File: src/design/thermal_profile_hysteresis_controller_macros.svh
// Assertion macros shared by the heater profile controller.
`ifndef THERMAL_PROFILE_HYSTERESIS_CONTROLLER_MACROS_SVH
`define THERMAL_PROFILE_HYSTERESIS_CONTROLLER_MACROS_SVH

// The consequent must hold in the same cycle as the antecedent.
`define TPHC_ASSERT_NOW(label, ante, cons, msg) \
  label: assert property (@(posedge clk) disable iff (rst) (ante) |-> (cons)) \
    else $error(msg);

// The consequent must hold in the cycle after the antecedent.
`define TPHC_ASSERT_NEXT(label, ante, cons, msg) \
  label: assert property (@(posedge clk) disable iff (rst) (ante) |=> (cons)) \
    else $error(msg);

`endif

File: src/design/tphc_pkg.sv
// Types, constants and field helpers of the heater profile controller.
package tphc_pkg;

  // Highest temperature reading that is taken as plausible.
  localparam logic [7:0] TEMP_MAX = 8'd230;

  // Configuration register indexes.
  localparam logic [2:0] CFG_SETPOINTS      = 3'd0;
  localparam logic [2:0] CFG_DURATIONS      = 3'd1;
  localparam logic [2:0] CFG_LOOP_COUNT     = 3'd2;
  localparam logic [2:0] CFG_BAND           = 3'd3;
  localparam logic [2:0] CFG_TICKS_PER_UNIT = 3'd4;

  // Error codes.
  localparam logic [1:0] ERR_NONE  = 2'd0;
  localparam logic [1:0] ERR_FAULT = 2'd1;
  localparam logic [1:0] ERR_RANGE = 2'd2;

  typedef struct packed {
    logic               start_req;
    logic               stop_request;
    logic               sensor_fault;
    logic signed [15:0] temp_first;
    logic signed [15:0] temp_second;
  } in_item_t;

  typedef struct packed {
    logic        relay_on;
    logic        running;
    logic [7:0]  loop_number;
    logic [2:0]  segment_number;
    logic [35:0] remaining_ticks;
    logic        temp_valid;
    logic [7:0]  temperature;
    logic [1:0]  error_code;
  } out_item_t;

  typedef struct packed {
    logic [31:0] setpoints;
    logic [63:0] segment_durations;
    logic [7:0]  loop_count;
    logic [7:0]  band;
    logic [19:0] ticks_per_unit;
  } cfg_t;

  // Reading check and hysteresis decision for one tick.
  typedef struct packed {
    logic       temp_ok;
    logic [7:0] temp;
    logic       heat_on;
    logic       heat_off;
  } sense_t;

  // Duration of one segment; segments past the fourth are always empty.
  function automatic logic [15:0] seg_dur(input logic [63:0] durs, input logic [2:0] seg);
    logic [15:0] d;
    case (seg)
      3'd0:    d = durs[15:0];
      3'd1:    d = durs[31:16];
      3'd2:    d = durs[47:32];
      3'd3:    d = durs[63:48];
      default: d = 16'd0;
    endcase
    return d;
  endfunction

  // Setpoint of one segment; segments past the fourth read as zero.
  function automatic logic [7:0] seg_setpoint(input logic [31:0] sps, input logic [2:0] seg);
    logic [7:0] s;
    case (seg)
      3'd0:    s = sps[7:0];
      3'd1:    s = sps[15:8];
      3'd2:    s = sps[23:16];
      3'd3:    s = sps[31:24];
      default: s = 8'd0;
    endcase
    return s;
  endfunction

endpackage

File: src/design/tphc_sense.sv
// Reading selection with retry and the hysteresis band comparison.
module tphc_sense (
  input  logic signed [15:0] temp_first,
  input  logic signed [15:0] temp_second,
  input  logic [7:0]         setpoint,
  input  logic [7:0]         band,
  output tphc_pkg::sense_t   sense
);
  import tphc_pkg::*;

  logic              first_ok;
  logic              second_ok;
  logic [7:0]        temp;
  logic [6:0]        half;
  logic signed [9:0] band_lo;
  logic signed [9:0] band_hi;
  logic signed [9:0] temp_s;

  // A reading is plausible when it lies between zero and the maximum.
  assign first_ok  = !temp_first[15] && (temp_first[14:0] <= {7'd0, TEMP_MAX});
  assign second_ok = !temp_second[15] && (temp_second[14:0] <= {7'd0, TEMP_MAX});
  assign temp      = first_ok ? temp_first[7:0] : temp_second[7:0];

  // Band edges around the setpoint; half the band rounds down.
  assign half    = band[7:1];
  assign band_lo = $signed({2'b00, setpoint}) - $signed({3'b000, half});
  assign band_hi = $signed({2'b00, setpoint}) + $signed({3'b000, half});
  assign temp_s  = $signed({2'b00, temp});

  always_comb begin
    sense.temp_ok  = first_ok || second_ok;
    sense.temp     = temp;
    sense.heat_on  = temp_s < band_lo;
    sense.heat_off = temp_s > band_hi;
  end

endmodule

File: src/design/tphc_core.sv
// Profile sequencer: run state, segment and loop stepping, relay and error.
module tphc_core #(
  parameter int NUM_SEGMENTS = 4
) (
  input  logic                clk,
  input  logic                rst,
  input  logic                advance,
  input  tphc_pkg::in_item_t  item,
  input  tphc_pkg::cfg_t      cfg,
  output tphc_pkg::out_item_t result
);
  import tphc_pkg::*;

  localparam int SIDX_W = (NUM_SEGMENTS > 1) ? $clog2(NUM_SEGMENTS) : 1;

  // Run state.
  logic              active;
  logic [7:0]        loop_idx;
  logic [SIDX_W-1:0] seg_idx;
  logic [35:0]       ticks_left;
  logic              relay;
  logic [1:0]        last_error;

  logic              active_next;
  logic [7:0]        loop_next;
  logic [SIDX_W-1:0] seg_next;
  logic [35:0]       ticks_next;
  logic              relay_next;
  logic [1:0]        err_next;

  logic [NUM_SEGMENTS-1:0] live;
  logic                    first_ok;
  logic [SIDX_W-1:0]       first_seg;
  logic                    later_ok;
  logic [SIDX_W-1:0]       later_seg;

  logic              starting;
  logic              go;
  logic [SIDX_W-1:0] cur_seg;
  logic [7:0]        cur_loop;
  logic [8:0]        loop_inc;
  logic              at_end;
  logic [SIDX_W-1:0] mul_seg;
  logic [35:0]       prod;
  logic [35:0]       base_ticks;
  logic              tvalid;
  logic              end_run;
  sense_t            sense;

  // A segment is live when its duration in ticks is nonzero.
  always_comb begin
    for (int i = 0; i < NUM_SEGMENTS; i++) begin
      live[i] = (seg_dur(cfg.segment_durations, 3'(i)) != 16'd0) &&
                (cfg.ticks_per_unit != 20'd0);
    end
  end

  // First live segment of a loop.
  always_comb begin
    first_ok  = |live;
    first_seg = '0;
    for (int i = NUM_SEGMENTS - 1; i >= 0; i--) begin
      if (live[i]) begin
        first_seg = SIDX_W'(i);
      end
    end
  end

  assign starting = !active && item.start_req;
  assign go       = active || (starting && (cfg.loop_count != 8'd0) && first_ok);
  assign cur_seg  = starting ? first_seg : seg_idx;
  assign cur_loop = starting ? 8'd1 : loop_idx;
  assign loop_inc = {1'b0, cur_loop} + 9'd1;

  // First live segment after the current one in the same loop.
  always_comb begin
    later_ok  = 1'b0;
    later_seg = '0;
    for (int i = NUM_SEGMENTS - 1; i >= 0; i--) begin
      if (live[i] && (i > int'(cur_seg))) begin
        later_ok  = 1'b1;
        later_seg = SIDX_W'(i);
      end
    end
  end

  // The segment runs out on this tick when one tick is left.
  assign at_end = starting ?
                  ((seg_dur(cfg.segment_durations, 3'(first_seg)) == 16'd1) &&
                   (cfg.ticks_per_unit == 20'd1)) :
                  (ticks_left <= 36'd1);

  // One shared multiplier forms the tick count of the segment being loaded.
  assign mul_seg    = (at_end && later_ok) ? later_seg : first_seg;
  assign prod       = 36'(seg_dur(cfg.segment_durations, 3'(mul_seg))) *
                      36'(cfg.ticks_per_unit);
  assign base_ticks = starting ? prod : ticks_left;

  tphc_sense u_sense (
    .temp_first  (item.temp_first),
    .temp_second (item.temp_second),
    .setpoint    (seg_setpoint(cfg.setpoints, 3'(cur_seg))),
    .band        (cfg.band),
    .sense       (sense)
  );

  // Tick handling: start, stop, sensor check, relay and segment stepping.
  always_comb begin
    active_next = active;
    loop_next   = loop_idx;
    seg_next    = seg_idx;
    ticks_next  = ticks_left;
    relay_next  = relay;
    err_next    = last_error;
    tvalid      = 1'b0;
    end_run     = 1'b0;
    if (starting) begin
      err_next = ERR_NONE;
    end
    if (go) begin
      active_next = 1'b1;
      loop_next   = cur_loop;
      seg_next    = cur_seg;
      if (item.stop_request) begin
        end_run = 1'b1;
      end else if (item.sensor_fault) begin
        err_next = ERR_FAULT;
        end_run  = 1'b1;
      end else if (!sense.temp_ok) begin
        err_next = ERR_RANGE;
        end_run  = 1'b1;
      end else begin
        tvalid = 1'b1;
        if (sense.heat_on) begin
          relay_next = 1'b1;
        end else if (sense.heat_off) begin
          relay_next = 1'b0;
        end
        if (!at_end) begin
          ticks_next = base_ticks - 36'd1;
        end else if (later_ok) begin
          seg_next   = later_seg;
          ticks_next = prod;
        end else if (loop_inc > {1'b0, cfg.loop_count}) begin
          end_run = 1'b1;
        end else if (first_ok) begin
          seg_next   = first_seg;
          ticks_next = prod;
          loop_next  = loop_inc[7:0];
        end else begin
          end_run = 1'b1;
        end
      end
    end
    if (end_run) begin
      active_next = 1'b0;
      relay_next  = 1'b0;
      loop_next   = 8'd0;
      seg_next    = '0;
      ticks_next  = 36'd0;
    end
  end

  // State advances once per transaction.
  always_ff @(posedge clk) begin
    if (rst) begin
      active     <= 1'b0;
      loop_idx   <= 8'd0;
      seg_idx    <= '0;
      ticks_left <= 36'd0;
      relay      <= 1'b0;
      last_error <= ERR_NONE;
    end else if (advance) begin
      active     <= active_next;
      loop_idx   <= loop_next;
      seg_idx    <= seg_next;
      ticks_left <= ticks_next;
      relay      <= relay_next;
      last_error <= err_next;
    end
  end

  // Result shows the state after the tick.
  always_comb begin
    result.relay_on        = relay_next;
    result.running         = active_next;
    result.loop_number     = loop_next;
    result.segment_number  = active_next ? (3'(seg_next) + 3'd1) : 3'd0;
    result.remaining_ticks = ticks_next;
    result.temp_valid      = tvalid;
    result.temperature     = tvalid ? sense.temp : 8'd0;
    result.error_code      = err_next;
  end

endmodule

File: src/design/thermal_profile_hysteresis_controller.sv
// Top level of the heater profile controller with a hysteresis relay.
//
//   Channel   Handshake              Payload
//   in        in_valid / in_ready    in_item   (one tick with sensor readings)
//   out       out_valid / out_ready  out_item  (state after the tick)
//   cfg       cfg_valid / cfg_ready  cfg_index, cfg_data (register write)
//
// One transaction per clock cycle is sustained while out_ready holds; a tick
// moves from the input register to the result register. All tick work runs in
// one pass of logic between the input register and the result register, one
// shared 16x20 multiplier included. Reset is synchronous and loads the register
// defaults. A stalled result holds in the result register while the next tick
// waits in the input register. The configuration port is always ready.
module thermal_profile_hysteresis_controller #(
  parameter int NUM_SEGMENTS = 4
) (
  input  logic                clk,
  input  logic                rst,
  input  logic                in_valid,
  output logic                in_ready,
  input  tphc_pkg::in_item_t  in_item,
  output logic                out_valid,
  input  logic                out_ready,
  output tphc_pkg::out_item_t out_item,
  input  logic                cfg_valid,
  output logic                cfg_ready,
  input  logic [2:0]          cfg_index,
  input  logic [63:0]         cfg_data
);
  import tphc_pkg::*;

  logic      in_vld;
  in_item_t  in_q;
  logic      advance;
  cfg_t      cfg;
  out_item_t result;
  logic      idle_clean;
  logic      run_live;
  logic      temp_clean;

  // Configuration registers.
  assign cfg_ready = 1'b1;

  always_ff @(posedge clk) begin
    if (rst) begin
      cfg.setpoints         <= 32'd0;
      cfg.segment_durations <= 64'd0;
      cfg.loop_count        <= 8'd1;
      cfg.band              <= 8'd2;
      cfg.ticks_per_unit    <= 20'd36000;
    end else if (cfg_valid) begin
      case (cfg_index)
        CFG_SETPOINTS:      cfg.setpoints         <= cfg_data[31:0];
        CFG_DURATIONS:      cfg.segment_durations <= cfg_data;
        CFG_LOOP_COUNT:     cfg.loop_count        <= cfg_data[7:0];
        CFG_BAND:           cfg.band              <= cfg_data[7:0];
        CFG_TICKS_PER_UNIT: cfg.ticks_per_unit    <= cfg_data[19:0];
        default:            ;
      endcase
    end
  end

  // A tick moves on when the result register is free or being emptied.
  assign advance  = in_vld && (!out_valid || out_ready);
  assign in_ready = !in_vld || advance;

  // Input register.
  always_ff @(posedge clk) begin
    if (rst) begin
      in_vld <= 1'b0;
    end else if (in_ready) begin
      in_vld <= in_valid;
    end
  end

  always_ff @(posedge clk) begin
    if (in_valid && in_ready) begin
      in_q <= in_item;
    end
  end

  tphc_core #(
    .NUM_SEGMENTS (NUM_SEGMENTS)
  ) u_core (
    .clk     (clk),
    .rst     (rst),
    .advance (advance),
    .item    (in_q),
    .cfg     (cfg),
    .result  (result)
  );

  // Result register.
  always_ff @(posedge clk) begin
    if (rst) begin
      out_valid <= 1'b0;
    end else if (advance) begin
      out_valid <= 1'b1;
    end else if (out_ready) begin
      out_valid <= 1'b0;
    end
  end

  always_ff @(posedge clk) begin
    if (advance) begin
      out_item <= result;
    end
  end

  // Summary terms of the result that the checks below look at.
  assign idle_clean = (out_item.loop_number == 8'd0) && (out_item.segment_number == 3'd0) &&
                      (out_item.remaining_ticks == 36'd0) && !out_item.relay_on;
  assign run_live   = (out_item.remaining_ticks != 36'd0) &&
                      (out_item.segment_number != 3'd0) && (out_item.loop_number != 8'd0);
  assign temp_clean = (out_item.temperature <= TEMP_MAX) && (out_item.error_code == ERR_NONE);

  // Checks on the sequencer and the pipeline.
  `include "thermal_profile_hysteresis_controller_macros.svh"

  `TPHC_ASSERT_NOW(a_idle_zero, out_valid && !out_item.running, idle_clean, "idle result shows run state")
  `TPHC_ASSERT_NOW(a_run_live, out_valid && out_item.running, run_live, "running result without a live segment")
  `TPHC_ASSERT_NOW(a_temp_clean, out_valid && out_item.temp_valid, temp_clean, "accepted reading with an error")
  `TPHC_ASSERT_NEXT(a_pipe_moves, in_vld && out_ready, out_valid, "queued tick did not reach the result register")

endmodule
File: config.mk
export PLATFORM = sky130hd
export DESIGN_NAME = thermal_profile_hysteresis_controller
export DESIGN_NICKNAME = d
export VERILOG_FILES = /design/src/design/tphc_pkg.sv /design/src/design/tphc_sense.sv /design/src/design/tphc_core.sv /design/src/design/thermal_profile_hysteresis_controller.sv
export VERILOG_INCLUDE_DIRS = /design/src /design/src/design
export SDC_FILE = /design/constraint.sdc
export NUM_CORES = 2
export LEC_CHECK = 0
export ABC_AREA = 1
export BUFFER_PORTS_ARGS = -buffer_cell sky130_fd_sc_hd__buf_2
export CAP_MARGIN = 20
export CORE_ASPECT_RATIO = 1.4
export CORE_MARGIN = 1.5
export CORE_UTILIZATION = 60
export DETAILED_ROUTE_END_ITERATION = 10
export PLACE_DENSITY_LB_ADDON = 0.15
export REMOVE_ABC_BUFFERS = 1
export SYNTH_ARGS = -nofsm -noshare
export SYNTH_HDL_FRONTEND = slang
export SYNTH_SLANG_ARGS = --single-unit
File: constraint.sdc
create_clock -name clk -period 9.9 [get_ports clk]
set_clock_uncertainty 0.05 [all_clocks]
set_input_delay 0.99 -clock clk [delete_from_list [all_inputs] [get_ports clk]]
set_output_delay 0.99 -clock clk [all_outputs]
set_load 0.005 [all_outputs]
==> qor.yml <==
clocking:
  cts_root_buffer: "clkbuf_16"
  clkSinkCount: 278
  cts_tree: "built"
  ctsHoldBuffers: 0
  h-tree-depth: 1
  clockBufferDepth: 3
  clk_transition_reported_paths_ps: 70
  cts_buffers: 29
  clkLatencyLatePin_ps: 590
routing:
  ant_nets: 0
  via_per_inst: 5.762
  vias: 24370
  dr.pass1.iters: 8
  drt_iter0_markers: 2133
  wl_mm: 89.17
  drc: 0
  wl_per_cell_microns: 21.08
synthesis:
  synth_edf_count: 95
  synth_simple_gate_area_share_pct: 20.08
  synth_xor_area_share_pct: 1.544
  async_flop_share_pct: 0
  yosys-mux-area-fraction_pct: 0
  synth_area_sq_mm: 0.02553
  synth_fa_ha_area_share_pct: 27.01
  yosys_warnings: 0
  synth-seq-cells: 278
  synth-compound-area-share_pct: 14.05
  yosysSeqAreaShare_pct: 25.52
  syn_inst: 3382
  synth_top_family_by_area: "adder cells"
  synthFlopType: "dfxtp_1"
  ys_types: 63
  synth.avg_cell_area_sq_um: 7.550
die:
  io_pins: 170
  start_util_pct: 60.66
  die_h_microns: 247.1
  coreArea_sq_mm: 0.04209
  die_w_microns: 177.3
  rows: 89
  dieArea_sq_mm: 0.04382
place:
  port_buffers: 168
  dp_hpwl_mm: 68.04
  post_dp_cell_area_sq_mm: 0.02799
  place.gp.congestion: 1.008
sta:
  rsz0062_at_grt: "true"
  slew_headroom_pct: 35.24
  slew_violations: 0
  period_minus_slack_ps: 9609
  fin_hold_ws_ps: 423.0
  tightest_slew_ps: 970.3
  finalCritPeriodShare_pct: 97.06
  finalHoldViolCount: 0
  fmax_mhz: 104.1
  setup_viol: 0
finish:
  num-nets-final: 4168
  nFillCells: 3512
  n_antenna_cell: 0
  final_layout_size_suffix_gt1_share_pct: 15.99
  layout_common_cells: "inv_1, nand2_1, nor2_1"
  area_growth_pct: 15.95
  fin_area_sq_mm: 0.02960
  final_common_cell: "inv_1"
  fin_util_pct: 70.33
worst_setup_path:
  slowest_delay_ps: 640
  crit_slowest_cell: "fa_2"
  worstPathArrival_ps: 9910
  critPathKind: "flip-flop to flip-flop"
  cpMostUsedCell: "nand2_1"
  crit_required_ps: 10200
  cp-end-kind: "flip-flop"
  start_kind: "flip-flop"
  worstPathMaxFanout: 15
global_route:
  grt_use_total_pct: 40.90
  grt.busiest_layer: "met2"
  grt_use_met3_pct: 8.979
  antenna_found_initial: 2
  grt_pass1_vias: 24840
  grt_pass1_wl_mm: 135.2
  met1_usage_pct: 45.05
  grt.met2_usage_pct: 68.88
  grt_max_degree: 100
  grt_overflow: 0
status:
  outcome: "finished, final reports clean"
worst_hold_path:
  hold_path_class: "flip-flop to flip-flop"
flow_run:
  cap_violations: 0
repair_timing:
action,4_1_cts,5_1_grt
endpoints found under the setup margin,17,42
setup buffers,0,21
pin swaps,0,23
resized for setup,3,118
state kept, by name (all words and copies together), names as in the netlist:
| signal | count |
|---|---|
| cfg | 131 |
| out_item | 60 |
| u_core.loop_idx | 8 |
| u_core.ticks_left | 36 |
| u_core.last_error | 2 |
| u_core.relay | 1 |
| in_vld | 1 |
| in_q | 35 |
| u_core.active | 1 |
| u_core.seg_idx | 2 |
| out_valid | 1 |
per-stage QoR:
stage	setup WS, ps	TNS [ps]	cells
after floorplan	653.5	0	3247
after global placement	-106.0	-410.3	4154
after detailed placement	-154.8	-707.6	4154
after CTS	4.595	0	4208
after global routing	-84.03	-314.3	4230
final	290.9	0	4230
area by class of cell:
class,count,area [sq um],share of cell area (%)
inverter,640,2445,8.258
multi-input combinational,2329,16360,55.26
tap,546,683.2,2.308
clock inverter,24,270.3,0.9129
timing repair buffer,383,2597,8.774
sequential,278,6521,22.03
clock buffer,30,729.5,2.464
final timing paths:
kind,start,endpoint,slack (ps),cells after the start
max reg2reg,u_core.ticks_left[13],out_item[43],290,45
min,cfg[44],cfg[44],420,2
min reg2reg,cfg[44],cfg[44],420,2
max,u_core.ticks_left[13],out_item[43],290,45
metal layers:
metal  vias to the layer above  routed length [microns]
li1                      11250                        -
met1                     11460                    31250
met2                      1227                    42520
met3                       433                     7604
met4                         4                     7769
met5                         -                       22
critical path, delay by kind of cell (launching register included):
family / cells / cell delay, ps
xor+xnor: 1 / 200
compound gates: 5 / 870
fa+ha+maj: 7 / 3410
buf+inv: 12 / 1530
simple gates: 20 / 2970
flops: 1 / 320
synth_stat cells, types with 8 or more instances:
cell type    n  area, sq um
nand3_1     97        485.5
nor4_1      16        100.1
a22oi_1     14        105.1
o21ai_0    292         1461
inv_1      612         2297
fa_1       252         5045
xnor2_1     17        148.9
buf_2       27        135.1
o211ai_1    14        105.1
o21bai_1    11        82.58
nand4_1     29        181.4
clkbuf_1    94        352.8
a21oi_1    222         1111
ha_1       148         1852
edfxtp_1    95         2853
nor2_1     440         1652
dfxtp_1    183         3664
nor3_1      27        135.1
xor2_1      28        245.2
o21ai_1     18        90.09
o221ai_1    15        131.4
inv_2       14        52.55
clkinv_1    13        48.80
nand2_1    587         2203
nor2_2       8        50.05
logic make-up after synthesis:
kind of cell	after synthesis
AOI/OAI and AO/OA	647
xor gates and xnor gates	45
adders and majority gates	400
buffers and inverters	775
DFF	278
other	1
and+or+nand+nor	1236
Power is not shown: default switching activity piles up to over one toggle a cycle in this logic, so the estimate is an artifact.
